`src/design/trbp_pkg.sv`:
```
// Shared types and constants for the command ring producer.
`timescale 1ns / 1ps
package trbp_pkg;

	// Largest slot count the ring logic supports (8-bit slot index)
	localparam int unsigned SLOT_CAP = 256;

	// Configuration register indexes
	localparam logic REG_RING_SLOTS = 1'b0;
	localparam logic REG_RING_BASE  = 1'b1;

	// Command codes carried on the input selector
	localparam logic [1:0] CMD_ENQUEUE  = 2'd0;
	localparam logic [1:0] CMD_COMPLETE = 2'd1;
	localparam logic [1:0] CMD_RESET    = 2'd2;

	// Outcome codes reported with each result
	localparam logic [1:0] OUT_WRITTEN  = 2'd0;
	localparam logic [1:0] OUT_FULL     = 2'd1;
	localparam logic [1:0] OUT_ABSORBED = 2'd2;
	localparam logic [1:0] OUT_RESET    = 2'd3;

	// Link descriptor control word: type 6 at bit 10, toggle cycle at bit 1
	localparam logic [31:0] LINK_CONTROL = 32'h0000_1802;

	// One accepted input item
	typedef struct packed {
		logic [1:0]  cmd;
		logic [63:0] desc_parameter;
		logic [31:0] desc_status;
		logic [31:0] desc_control;
		logic [63:0] completed_address;
	} item_t;

	// One result item
	typedef struct packed {
		logic [1:0]  outcome;
		logic        write_valid;
		logic [7:0]  write_slot;
		logic [63:0] write_parameter;
		logic [31:0] write_status;
		logic [31:0] write_control;
		logic        last;
		logic [7:0]  produce_index;
		logic [7:0]  consume_index;
		logic        produce_cycle;
		logic        consume_cycle;
	} result_t;

	// Results produced by one pass over an item
	typedef struct packed {
		logic    has_result;
		logic    two_results;
		result_t first;
		result_t second;
	} step_out_t;

endpackage

```
`src/design/trbp_step.sv`:
```
// Ring pointer state and the single-pass update for one command.
`timescale 1ns / 1ps
module trbp_step (
	input  logic               clk,
	input  logic               arst_n,
	input  logic               advance,
	input  trbp_pkg::item_t    item,
	input  logic [8:0]         ring_slots,
	input  logic [63:0]        ring_base,
	output trbp_pkg::step_out_t step
);
	import trbp_pkg::*;

	logic [7:0]  head_q;
	logic [7:0]  tail_q;
	logic        pcyc_q;
	logic        ccyc_q;

	logic [7:0]  head_d;
	logic [7:0]  tail_d;
	logic        pcyc_d;
	logic        ccyc_d;

	logic [7:0]  link_slot;
	logic [63:0] addr_offset;
	logic [59:0] done_index;
	logic [8:0]  done_next;
	logic        done_wrap;
	logic [8:0]  head_next;
	logic        head_wrap;
	logic        has_room;
	result_t     res_a;
	result_t     res_b;

	// Clamp the slot count to [2, SLOT_CAP]; link slot is the last one
	always_comb begin
		if (ring_slots < 9'd2) begin
			link_slot = 8'd1;
		end else if (ring_slots > 9'(SLOT_CAP)) begin
			link_slot = 8'(SLOT_CAP - 1);
		end else begin
			link_slot = 8'(ring_slots - 9'd1);
		end
	end

	// Completion address to dequeue index
	assign addr_offset = item.completed_address - ring_base;
	assign done_index  = addr_offset[63:4];
	assign done_next   = {1'b0, done_index[7:0]} + 9'd1;
	assign done_wrap   = (|done_index[59:8]) || (done_next >= {1'b0, link_slot});

	// Room check and head advance for an enqueue
	assign has_room  = (ccyc_q == pcyc_q) ? (head_q >= tail_q) : (head_q < tail_q);
	assign head_next = {1'b0, head_q} + 9'd1;
	assign head_wrap = head_next >= {1'b0, link_slot};

	// Next pointer state
	always_comb begin
		head_d = head_q;
		tail_d = tail_q;
		pcyc_d = pcyc_q;
		ccyc_d = ccyc_q;
		case (item.cmd)
			CMD_RESET: begin
				head_d = '0;
				tail_d = '0;
				pcyc_d = 1'b1;
				ccyc_d = 1'b1;
			end
			CMD_COMPLETE: begin
				if (done_wrap) begin
					tail_d = '0;
					ccyc_d = ~ccyc_q;
				end else begin
					tail_d = done_next[7:0];
					if (done_next[7:0] < tail_q) begin
						ccyc_d = ~ccyc_q;
					end
				end
			end
			CMD_ENQUEUE: begin
				if (has_room) begin
					if (head_wrap) begin
						head_d = '0;
						pcyc_d = ~pcyc_q;
					end else begin
						head_d = head_next[7:0];
					end
				end
			end
			default: begin
			end
		endcase
	end

	// Result items
	always_comb begin
		res_a = '0;
		res_b = '0;
		res_a.last          = 1'b1;
		res_a.produce_index = head_d;
		res_a.consume_index = tail_d;
		res_a.produce_cycle = pcyc_d;
		res_a.consume_cycle = ccyc_d;
		res_b.outcome         = OUT_WRITTEN;
		res_b.write_valid     = 1'b1;
		res_b.write_slot      = link_slot;
		res_b.write_parameter = ring_base;
		res_b.write_control   = LINK_CONTROL | {31'd0, pcyc_q};
		res_b.last            = 1'b1;
		res_b.produce_index   = head_d;
		res_b.consume_index   = tail_d;
		res_b.produce_cycle   = pcyc_d;
		res_b.consume_cycle   = ccyc_d;
		step.has_result  = 1'b1;
		step.two_results = 1'b0;
		case (item.cmd)
			CMD_RESET: begin
				res_a.outcome         = OUT_RESET;
				res_a.write_valid     = 1'b1;
				res_a.write_slot      = link_slot;
				res_a.write_parameter = ring_base;
				res_a.write_control   = LINK_CONTROL | 32'd1;
			end
			CMD_COMPLETE: begin
				res_a.outcome = OUT_ABSORBED;
			end
			CMD_ENQUEUE: begin
				if (has_room) begin
					res_a.outcome         = OUT_WRITTEN;
					res_a.write_valid     = 1'b1;
					res_a.write_slot      = head_q;
					res_a.write_parameter = item.desc_parameter;
					res_a.write_status    = item.desc_status;
					res_a.write_control   = {item.desc_control[31:1], pcyc_q};
					res_a.last            = ~head_wrap;
					step.two_results      = head_wrap;
				end else begin
					res_a.outcome = OUT_FULL;
				end
			end
			default: begin
				step.has_result = 1'b0;
			end
		endcase
		step.first  = res_a;
		step.second = res_b;
	end

	// Commit the pointer state when the item is processed
	always_ff @(posedge clk or negedge arst_n) begin
		if (!arst_n) begin
			head_q <= '0;
			tail_q <= '0;
			pcyc_q <= 1'b1;
			ccyc_q <= 1'b1;
		end else if (advance) begin
			head_q <= head_d;
			tail_q <= tail_d;
			pcyc_q <= pcyc_d;
			ccyc_q <= ccyc_d;
		end
	end

endmodule

```
`src/design/trbp_out.sv`:
```
// Result register with a pending slot for the trailing link write.
`timescale 1ns / 1ps
module trbp_out (
	input  logic                clk,
	input  logic                arst_n,
	input  logic                load,
	input  trbp_pkg::step_out_t step,
	output logic                take_new,
	output logic                out_valid,
	input  logic                out_ready,
	output trbp_pkg::result_t   out_data
);
	import trbp_pkg::*;

	logic    out_valid_q;
	logic    pend_q;
	result_t out_q;
	result_t pend_data_q;
	logic    out_free;

	assign out_free  = ~out_valid_q | out_ready;
	assign take_new  = ~pend_q & out_free;
	assign out_valid = out_valid_q;
	assign out_data  = out_q;

	// Track output and pending occupancy
	always_ff @(posedge clk or negedge arst_n) begin
		if (!arst_n) begin
			out_valid_q <= 1'b0;
			pend_q      <= 1'b0;
		end else if (out_free) begin
			if (pend_q) begin
				out_valid_q <= 1'b1;
				pend_q      <= 1'b0;
			end else if (load) begin
				out_valid_q <= 1'b1;
				pend_q      <= step.two_results;
			end else begin
				out_valid_q <= 1'b0;
			end
		end
	end

	// Move result payloads
	always_ff @(posedge clk) begin
		if (out_free) begin
			if (pend_q) begin
				out_q <= pend_data_q;
			end else if (load) begin
				out_q       <= step.first;
				pend_data_q <= step.second;
			end
		end
	end

endmodule

```
`src/design/trb_command_ring_producer.sv`:
```
// Top level of the command ring producer: ports, registers, input stage.
`timescale 1ns / 1ps
// Producer side of a cycle-bit command ring of 16-byte descriptors.
// Input stream (s_*): s_tuser carries the command (enqueue, completion
// event, ring reset); s_tdata carries the descriptor and completed address.
// Output stream (m_*): one result per command, none for cmd code 3, and
// two for an enqueue that reaches the link slot (descriptor write, then
// link descriptor write). m_tlast marks the final result of a command;
// m_tuser holds the outcome and the write flag. Ring slot count and base
// address come from the configuration write port; the user must write
// them only while the block is idle; the block does not enforce it.
// An input passes the input register, then the result register.
// Throughput: one command per cycle while m_tready is high, set by the
// single result register; a wrapping enqueue holds the input side while
// its link write drains from the pending slot.
// Reset: pointers clear to zero, both cycle states to one, slot count to
// 256, base to zero; no result is emitted. When m_tready is low the result
// register and pending slot hold, and s_tready drops once the input
// register is full.
module trb_command_ring_producer (
	input  logic         clk,
	input  logic         arst_n,
	input  logic         s_tvalid,
	output logic         s_tready,
	// [63:0] desc_parameter, [95:64] desc_status, [127:96] desc_control,
	// [191:128] completed_address
	input  logic [191:0] s_tdata,
	// [1:0] cmd
	input  logic [1:0]   s_tuser,
	output logic         m_tvalid,
	input  logic         m_tready,
	// [7:0] write_slot, [71:8] write_parameter, [103:72] write_status,
	// [135:104] write_control, [143:136] produce_index,
	// [151:144] consume_index, [152] produce_cycle, [153] consume_cycle,
	// [159:154] zero
	output logic [159:0] m_tdata,
	// [1:0] outcome, [2] write_valid
	output logic [2:0]   m_tuser,
	output logic         m_tlast,
	input  logic         cfg_we,
	input  logic         cfg_index,
	input  logic [63:0]  cfg_data
);
	import trbp_pkg::*;

	logic [8:0]  ring_slots_q;
	logic [63:0] ring_base_q;
	logic        valid_s1;
	item_t       item_s1;
	logic        take_new;
	logic        advance;
	step_out_t   step;
	result_t     res;

	// Configuration registers
	always_ff @(posedge clk or negedge arst_n) begin
		if (!arst_n) begin
			ring_slots_q <= 9'd256;
			ring_base_q  <= '0;
		end else if (cfg_we) begin
			case (cfg_index)
				REG_RING_SLOTS: ring_slots_q <= cfg_data[8:0];
				REG_RING_BASE:  ring_base_q  <= cfg_data;
				default: begin
				end
			endcase
		end
	end

	// Input register: refill when empty or when its item advances
	assign advance  = valid_s1 & take_new;
	assign s_tready = ~valid_s1 | take_new;

	always_ff @(posedge clk or negedge arst_n) begin
		if (!arst_n) begin
			valid_s1 <= 1'b0;
		end else if (s_tready) begin
			valid_s1 <= s_tvalid;
		end
	end

	always_ff @(posedge clk) begin
		if (s_tready & s_tvalid) begin
			item_s1.cmd               <= s_tuser;
			item_s1.desc_parameter    <= s_tdata[63:0];
			item_s1.desc_status       <= s_tdata[95:64];
			item_s1.desc_control      <= s_tdata[127:96];
			item_s1.completed_address <= s_tdata[191:128];
		end
	end

	trbp_step u_step (
		.clk        (clk),
		.arst_n     (arst_n),
		.advance    (advance),
		.item       (item_s1),
		.ring_slots (ring_slots_q),
		.ring_base  (ring_base_q),
		.step       (step)
	);

	trbp_out u_out (
		.clk       (clk),
		.arst_n    (arst_n),
		.load      (advance & step.has_result),
		.step      (step),
		.take_new  (take_new),
		.out_valid (m_tvalid),
		.out_ready (m_tready),
		.out_data  (res)
	);

	// Pack the result onto the output stream
	assign m_tdata = {6'd0, res.consume_cycle, res.produce_cycle, res.consume_index,
		res.produce_index, res.write_control, res.write_status, res.write_parameter,
		res.write_slot};
	assign m_tuser = {res.write_valid, res.outcome};
	assign m_tlast = res.last;

endmodule
```
`config.mk`:
```
export PLATFORM = sky130hd
export DESIGN_NAME = trb_command_ring_producer
export DESIGN_NICKNAME = d
export VERILOG_FILES = /design/src/design/trbp_pkg.sv /design/src/design/trbp_step.sv /design/src/design/trbp_out.sv /design/src/design/trb_command_ring_producer.sv
export SDC_FILE = /design/constraint.sdc
export NUM_CORES = 1
export LEC_CHECK = 0
export BUFFER_PORTS_ARGS = -buffer_cell sky130_fd_sc_hd__buf_2
export CORE_AREA = 2 2 228 230
export DETAILED_ROUTE_END_ITERATION = 6
export DIE_AREA = 0 0 230 232
export GPL_ROUTABILITY_DRIVEN = 1
export GPL_TIMING_DRIVEN = 0
export PLACE_DENSITY = 0.8
export SYNTH_ARGS = -nofsm -noshare
export SYNTH_HDL_FRONTEND = slang
export SYNTH_SLANG_ARGS = --single-unit
```
`constraint.sdc`:
```
create_clock -name clk -period 11.82 [get_ports clk]
set_input_delay 0 -clock clk [delete_from_list [all_inputs] [get_ports clk]]
set_output_delay 0 -clock clk [all_outputs]
set_load 0.05 [all_outputs]
```
# [Yosys cells after proc, flatten, opt, wreduce, memory -nomap -nowiden]
# Cells that the tools add are included.
[word_totals] regBits=537 input_bits=264 output_inout_bits=166
[classes] addsub=4 magnitude_cmp=7 n_eq_ne=3 muxes=30 bitwise=13 reduce_logical=9
[ops] cell="158-bit 2-to-1 mux" count=1
[ops] cell="155-bit 2-to-1 mux" count=1
[ops] cell="73-bit one-hot mux with 2 select lines" count=1
[ops] cell="138-bit 2-to-1 mux" count=1
[ops] cell="32-bit one-hot mux with 2 select lines" count=1
[ops] cell="64-bit subtractor" count=1
[ops] cell="52-bit OR reduction" count=1
[ops] cell="8-bit 2-to-1 mux" count=5
[ops] cell="32-bit 2-to-1 mux" count=1
[ops] cell="8-bit one-hot mux with 2 select lines" count=2
[ops] cell="8-bit by 1-bit adder with 9-bit output (second input constant)" count=2
[ops] cell="9-bit by 8-bit >= comparator with 1-bit output" count=2
[ops] cell="8-bit < comparator" count=2
[ops] cell="1-bit 2-to-1 mux" count=14
[ops] cell="9-bit > comparator (second input constant)" count=1
[ops] cell="9-bit by 2-bit < comparator with 1-bit output (second input constant)" count=1
[ops] cell="8-bit >= comparator" count=1
[ops] cell="8-bit by 1-bit subtractor with 8-bit output (second input constant)" count=1
[ops] cell="1-bit NOT" count=7
[ops] cell="2-bit one-hot mux with 3 select lines" count=1
[ops] cell="2-bit AND reduction" count=3
[ops] cell="1-bit bitwise AND" count=4
[ops] cell="1-bit one-hot mux with 2 select lines" count=2
[ops] cell="3-bit AND reduction" count=1
[ops] cell="other kinds (8)" count=9

# [Depth between registers and ports, before layout]
[logic_depth] ltp_word=9 ltp_mapped=26 ltp_nobuf=25

# [By module]
# Synthesis repeated with hierarchy kept, for this count alone.
[unflattened] cells_unflattened=2384 hier_area_um2=30579.3
[by_module_without_submodules] mod="trbp_out" instances=1 cells_per_inst=504 area_per_inst_um2=11768.8 seq_area_each_um2=9539.1
[by_module_without_submodules] mod="trbp_step" instances=1 cells_per_inst=1518 area_per_inst_um2=10105.9 seq_area_each_um2=452.9
[by_module_without_submodules] mod="trb_command_ring_producer" instances=1 cells_per_inst=362 area_per_inst_um2=8704.6 seq_area_each_um2=7678.6

# [Least setup slack after synthesis]
# OpenSTA, ideal clock, no wires.
[synth_path] path_type="register -> register" from="register u_out.out_valid_q (netlist: u_out.out_valid)" to="register u_out.out_q (netlist bit u_out.out_data[0]), enable pin" setup_time_ns=0.676 arrival_ns=11.707 path_slack_ns=-0.564 stages_incl_launch_ff=7 path_buffers=0 cell_sequence="dfrtp_1 > nor2b_1 > nor2_1 > nand2_1 > nor2_1 > nor2_1 > nor2_1"
[synth_between] elab_chain_len=7
[synth_rtl] item="start, declared" line="trbp_out.sv:15" text="logic out_valid_q;"
[synth_rtl] item="start signal, assigned" line="trbp_out.sv:29" text="out_valid_q <= 1'b0;"
[synth_rtl] item="start signal, assigned" line="trbp_out.sv:33" text="out_valid_q <= 1'b1;"
[synth_rtl] item="start signal, assigned" line="trbp_out.sv:36" text="out_valid_q <= 1'b1;"
[synth_rtl] item="1-bit NOT *" line="trbp_out.sv:21" text="assign out_free = ~out_valid_q | out_ready;"
[synth_rtl] item="1-bit bitwise OR *" line="trbp_out.sv:21"
[synth_rtl] item="1-bit bitwise AND" line="trbp_out.sv:22" text="assign take_new = ~pend_q & out_free;"
[synth_rtl] item="1-bit bitwise AND" line="trb_command_ring_producer.sv:71" text="assign advance = valid_s1 & take_new;"
[synth_rtl] item="1-bit bitwise AND" line="trb_command_ring_producer.sv:105" text=".load (advance & step.has_result),"
[synth_rtl] item="2-bit nonzero test (no source line)"
[synth_rtl] item="2-bit AND reduction (no source line) *"
[synth_rtl] item="end signal, assigned" line="trbp_out.sv:48" text="out_q <= pend_data_q;"
[synth_rtl] item="end signal, assigned" line="trbp_out.sv:50" text="out_q <= step.first;"
[synth_rtl] item="end, declared" line="trbp_out.sv:17" text="result_t out_q;"
# Every way passes the cells marked *; elsewhere a longest branch is shown, timed or not.
# A chain may end at the register's enable or synchronous reset.

==> flow_metrics.tcl <==
set metrics [dict create \
    min_path_type "input pin to register" \
    crit_path_end_kind "register" \
    nFillCells 3651 \
    finalNonFillerCells 3587 \
    cts-root-buf "clkbuf_16" \
    hold_end "item_s1[163]$_DFFE_PP_" \
    hpwl_um 54600 \
    top_usage_layer "met2" \
    die_h_um 232 \
    slew_viol_final 0 \
    numCtsBuffers 54 \
    worstPathRequired_ns 12.27 \
    grt_pass1_vias 21100 \
    post-route-util_pct 65.4 \
    synth_area_um2 25600 \
    critPathArrivalTime_ns 6.74 \
    path_max_fanout 10 \
    area_growth_pct 30.0 \
    clock_skew_ns 0.0273 \
    reg2reg_from "ring_base_q[2]$_DFFE_PN0P_" \
    viasPerCell 5.73 \
    core_area_um2 50900 \
    synth_top_area_share_pct 51.8 \
    n_antenna_cell 0 \
    avgSynthCellArea_um2 12.2 \
    hold_start "s_tdata[35]" \
    rrSetupSlack_ns 5.53 \
    holdPathStages 2 \
    power_mw 5.77 \
    drive_gt1_share_pct 23.2 \
    htreeDepth 2 \
    ys.flop_type "edfxtp_1" \
    drt_wl_total_um 79900 \
    grt_pass1_wl_um 121000 \
    syn_inst 2102 \
    drtAntennaViolNets 0 \
    antenna_found_initial 1 \
    grt_use_met2_pct 53.6 \
    peakVddDrop_v 0.000109 \
    ff2ff_path_depth 26 \
    die_w_um 230 \
    drt_pass1_iterations 5 \
    hold_violations 0 \
    total_leakage_power_nw 13.3 \
    yosysUniqueCellTypes 84 \
    critical_path_class "register to register" \
    clkSlewWorstSetupHoldPaths_ns 0.07 \
    grt_usage_pct 29.6 \
    dp_cells 3219 \
    fmax_ghz 0.159 \
    use_met1_pct 35.9 \
    yosys.area.top_type "edfxtp_1" \
    setup_violations 0 \
    clkLatencyLatePin_ns 0.62 \
    synth_edf_count 442 \
    overflow 0 \
    timing.final.crit_period_ns 6.29 \
    max_cap_violations 0 \
    clock_sinks 536 \
    drc 0 \
    powerDensity_nw_per_um2 173 \
    wl_per_cell_um 22.3 \
    post-cts-setup-buffer-count 0 \
    timing.rr.end "u_out.out_data[7]$_DFFE_PP_" \
    drtIter0Drc 1690 \
    max_slew.worst_pin.slew_ns 1.32 \
    rsz0062_at_grt "no" \
    cts_hold_buf 266 \
    async_flop_share_pct 17.5 \
    yosys_warnings 0 \
    status "complete, no violations" \
    ys_seq_area_share_pct 61.0 \
    nets 3225 \
    gp_congestion 0.932 \
    num_vias 20600 \
    crit_path_start_kind "register" \
    finalCritPeriodShare_pct 53.2 \
    met3_usage_pct 4.10 \
    port_buffers 422 \
    dieArea_um2 53400 \
    synth-seq-cells 536 \
    grt_max_degree 71 \
    setup_tns_ns 0 \
    rows 83 \
    relSlewSlack_pct 12.3 \
    tritoncts "done" \
    ios 430 \
    synthTopCellsByArea "edfxtp_1 (52%), dfrtp_1 (8.9%), ha_1 (4.9%)" \
    cts_resized 0 \
    initial_utilization_pct 50.3 \
    clk_path_buf_depth 3 \
]
[Yosys cell counts, drive strengths merged, types with 5 or more instances]
cell type	instances
or4	5
nor2	90
mux2	87
inv	122
a22oi	73
ha	100
nor4	14
o21bai	13
nor3	31
o31ai	8
clkbuf	65
nand2	204
o21a	27
o221ai	7
nor2b	7
a21o	24
o22ai	12
or3	10
o2bb2ai	8
and2	68
o211ai	11
mux2i	13
and3	8
xnor2	30
nand2b	15
and4	7
a211oi	12
edfxtp	442
buf	43
a21oi	121
dfrtp	91
nand3	24
a21boi	8
xor2	17
nand4	46
a31oi	10
o21ai	160
[metrics by stage]
| step | setup WS (ns) | instance area, um2 | hold slack [ns] |
|---|---|---|---|
| CTS | 5.56 | 33300 | 0.0563 |
| finish | 5.53 | 33300 | 0.0899 |
| detailed placement | 5.66 | 28900 | 0.0779 |
| global placement | -2.41 | 28600 | 0.177 |
| floorplan | 1.98 | 25600 | -0.296 |
| global route | 5.17 | 33300 | 0.0707 |
[report_power, final]
group | leakage (nW) | total (mW) | internal, mW | switching (mW)
sequential | 5.38 | 2.39 | 2.29 | 0.0992
combinational | 7.04 | 1.65 | 0.563 | 1.09
clock | 0.861 | 1.72 | 0.967 | 0.753
[area by class of cell]
| class | count | area [um2] | area share (%) |
|---|---|---|---|
| buffer | 108 | 477 | 1.43 |
| inverter | 122 | 458 | 1.38 |
| sequential | 536 | 15600 | 46.9 |
| tap | 680 | 851 | 2.56 |
| clock buffer | 81 | 1560 | 4.69 |
| timing repair buffer | 698 | 5010 | 15.0 |
| clock inverter | 21 | 213 | 0.639 |
| multi-input combinational | 1341 | 9090 | 27.3 |
[per-layer routing]
metal,vias up,wire length (um)
li1,9387,-
met1,10100,31100
met2,909,40800
met3,180,4960
met4,0,3080
met5,-,0
[worst max-delay path, stage by stage, from the launching register on]
cell	delay (ns)
dfrtp_1	0.45
inv_1	0.07
ha_1	0.34
o21ai_0	0.09
nand2b_1	0.19
nand2_1	0.10
xnor2_1	0.60
nand3_1	0.23
nor2_1	0.21
nand2_1	0.07
nor2_1	0.12
xnor2_1	0.23
inv_1	0.14
ha_1	0.31
nand4_1	0.11
o221ai_1	0.22
a211o_1	0.33
o21ai_0	0.14
o311ai_0	0.19
nor4_1	0.30
nand4_1	0.15
nor4_1	0.23
nand4_1	0.19
or4b_4	0.52
buf_6	0.17
o22ai_2	0.14
mux2_2	0.26
[cell usage in the layout (no fill, tap or decap), types with 8 or more instances in the layout]
cell / netlist / layout
a31oi_1: 9 / 9
nor2_1: 90 / 88
nand4_1: 46 / 46
a22oi_1: 73 / 73
xor2_1: 17 / 17
o21a_1: 27 / 27
xnor2_1: 30 / 30
a21boi_0: 8 / 8
or3_1: 10 / 10
dfrtp_1: 91 / 91
o211ai_1: 10 / 10
nand2b_1: 13 / 13
a21oi_1: 118 / 118
mux2i_1: 13 / 13
o21bai_1: 13 / 13
nand2_1: 204 / 204
dlygate4sd3_1: 0 / 266
nand3_1: 24 / 24
a21o_1: 24 / 24
o21ai_0: 140 / 140
edfxtp_1: 442 / 442
clkbuf_16: 0 / 54
inv_1: 122 / 122
mux2_2: 87 / 87
o21ai_1: 19 / 19
buf_2: 26 / 447
clkbuf_8: 0 / 11
nor3_1: 31 / 31
clkbuf_1: 64 / 80
ha_1: 100 / 100
buf_4: 8 / 9
nor4_1: 14 / 13
and3_1: 8 / 8
and2_1: 68 / 67
buf_1: 8 / 8
a211oi_1: 12 / 12
[how the worst max path moves through the flow]
stage                                startpoint                       endpoint  slack, ns
floorplan           u_out.out_valid$_DFFE_PN0N_    u_out.out_data[0]$_DFFE_PP_       1.98
global placement       u_out.pend_q$_DFFE_PN0N_  u_out.out_data[122]$_DFFE_PP_      -2.41
detailed placement   ring_base_q[2]$_DFFE_PN0P_    u_out.out_data[7]$_DFFE_PP_       5.66
CTS                  ring_base_q[2]$_DFFE_PN0P_    u_out.out_data[7]$_DFFE_PP_       5.56
global route         ring_base_q[2]$_DFFE_PN0P_    u_out.out_data[7]$_DFFE_PP_       5.17
finish               ring_base_q[2]$_DFFE_PN0P_    u_out.out_data[7]$_DFFE_PP_       5.53
[kinds of logic (layout without fill, tap and decap cells)]
| kind of cell | Yosys count | in the layout | synth area share (%) |
|---|---|---|---|
| flops | 536 | 536 | 61.0 |
| buf+inv | 230 | 1030 | 3.65 |
| xor+xnor | 47 | 47 | 1.61 |
| other cells | 1 | 6 | 0.0146 |
| mux | 100 | 100 | 4.33 |
| compound gates | 547 | 547 | 14.1 |
| fa+ha+maj | 100 | 100 | 4.88 |
| simple gates | 541 | 541 | 10.4 |
[flip-flops by register name, summed over array words and instances, names as in the netlist]
register / flops
item_s1: 193
ring_base_q: 64
ring_slots_q: 9
u_out.out_data: 158
u_out.out_valid: 1
u_out.pend_data_q: 91
u_out.pend_q: 1
u_step.ccyc_q: 1
u_step.head_q: 8
u_step.pcyc_q: 1
u_step.tail_q: 8
valid_s1: 1
Power figures use the tool's default switching activity.
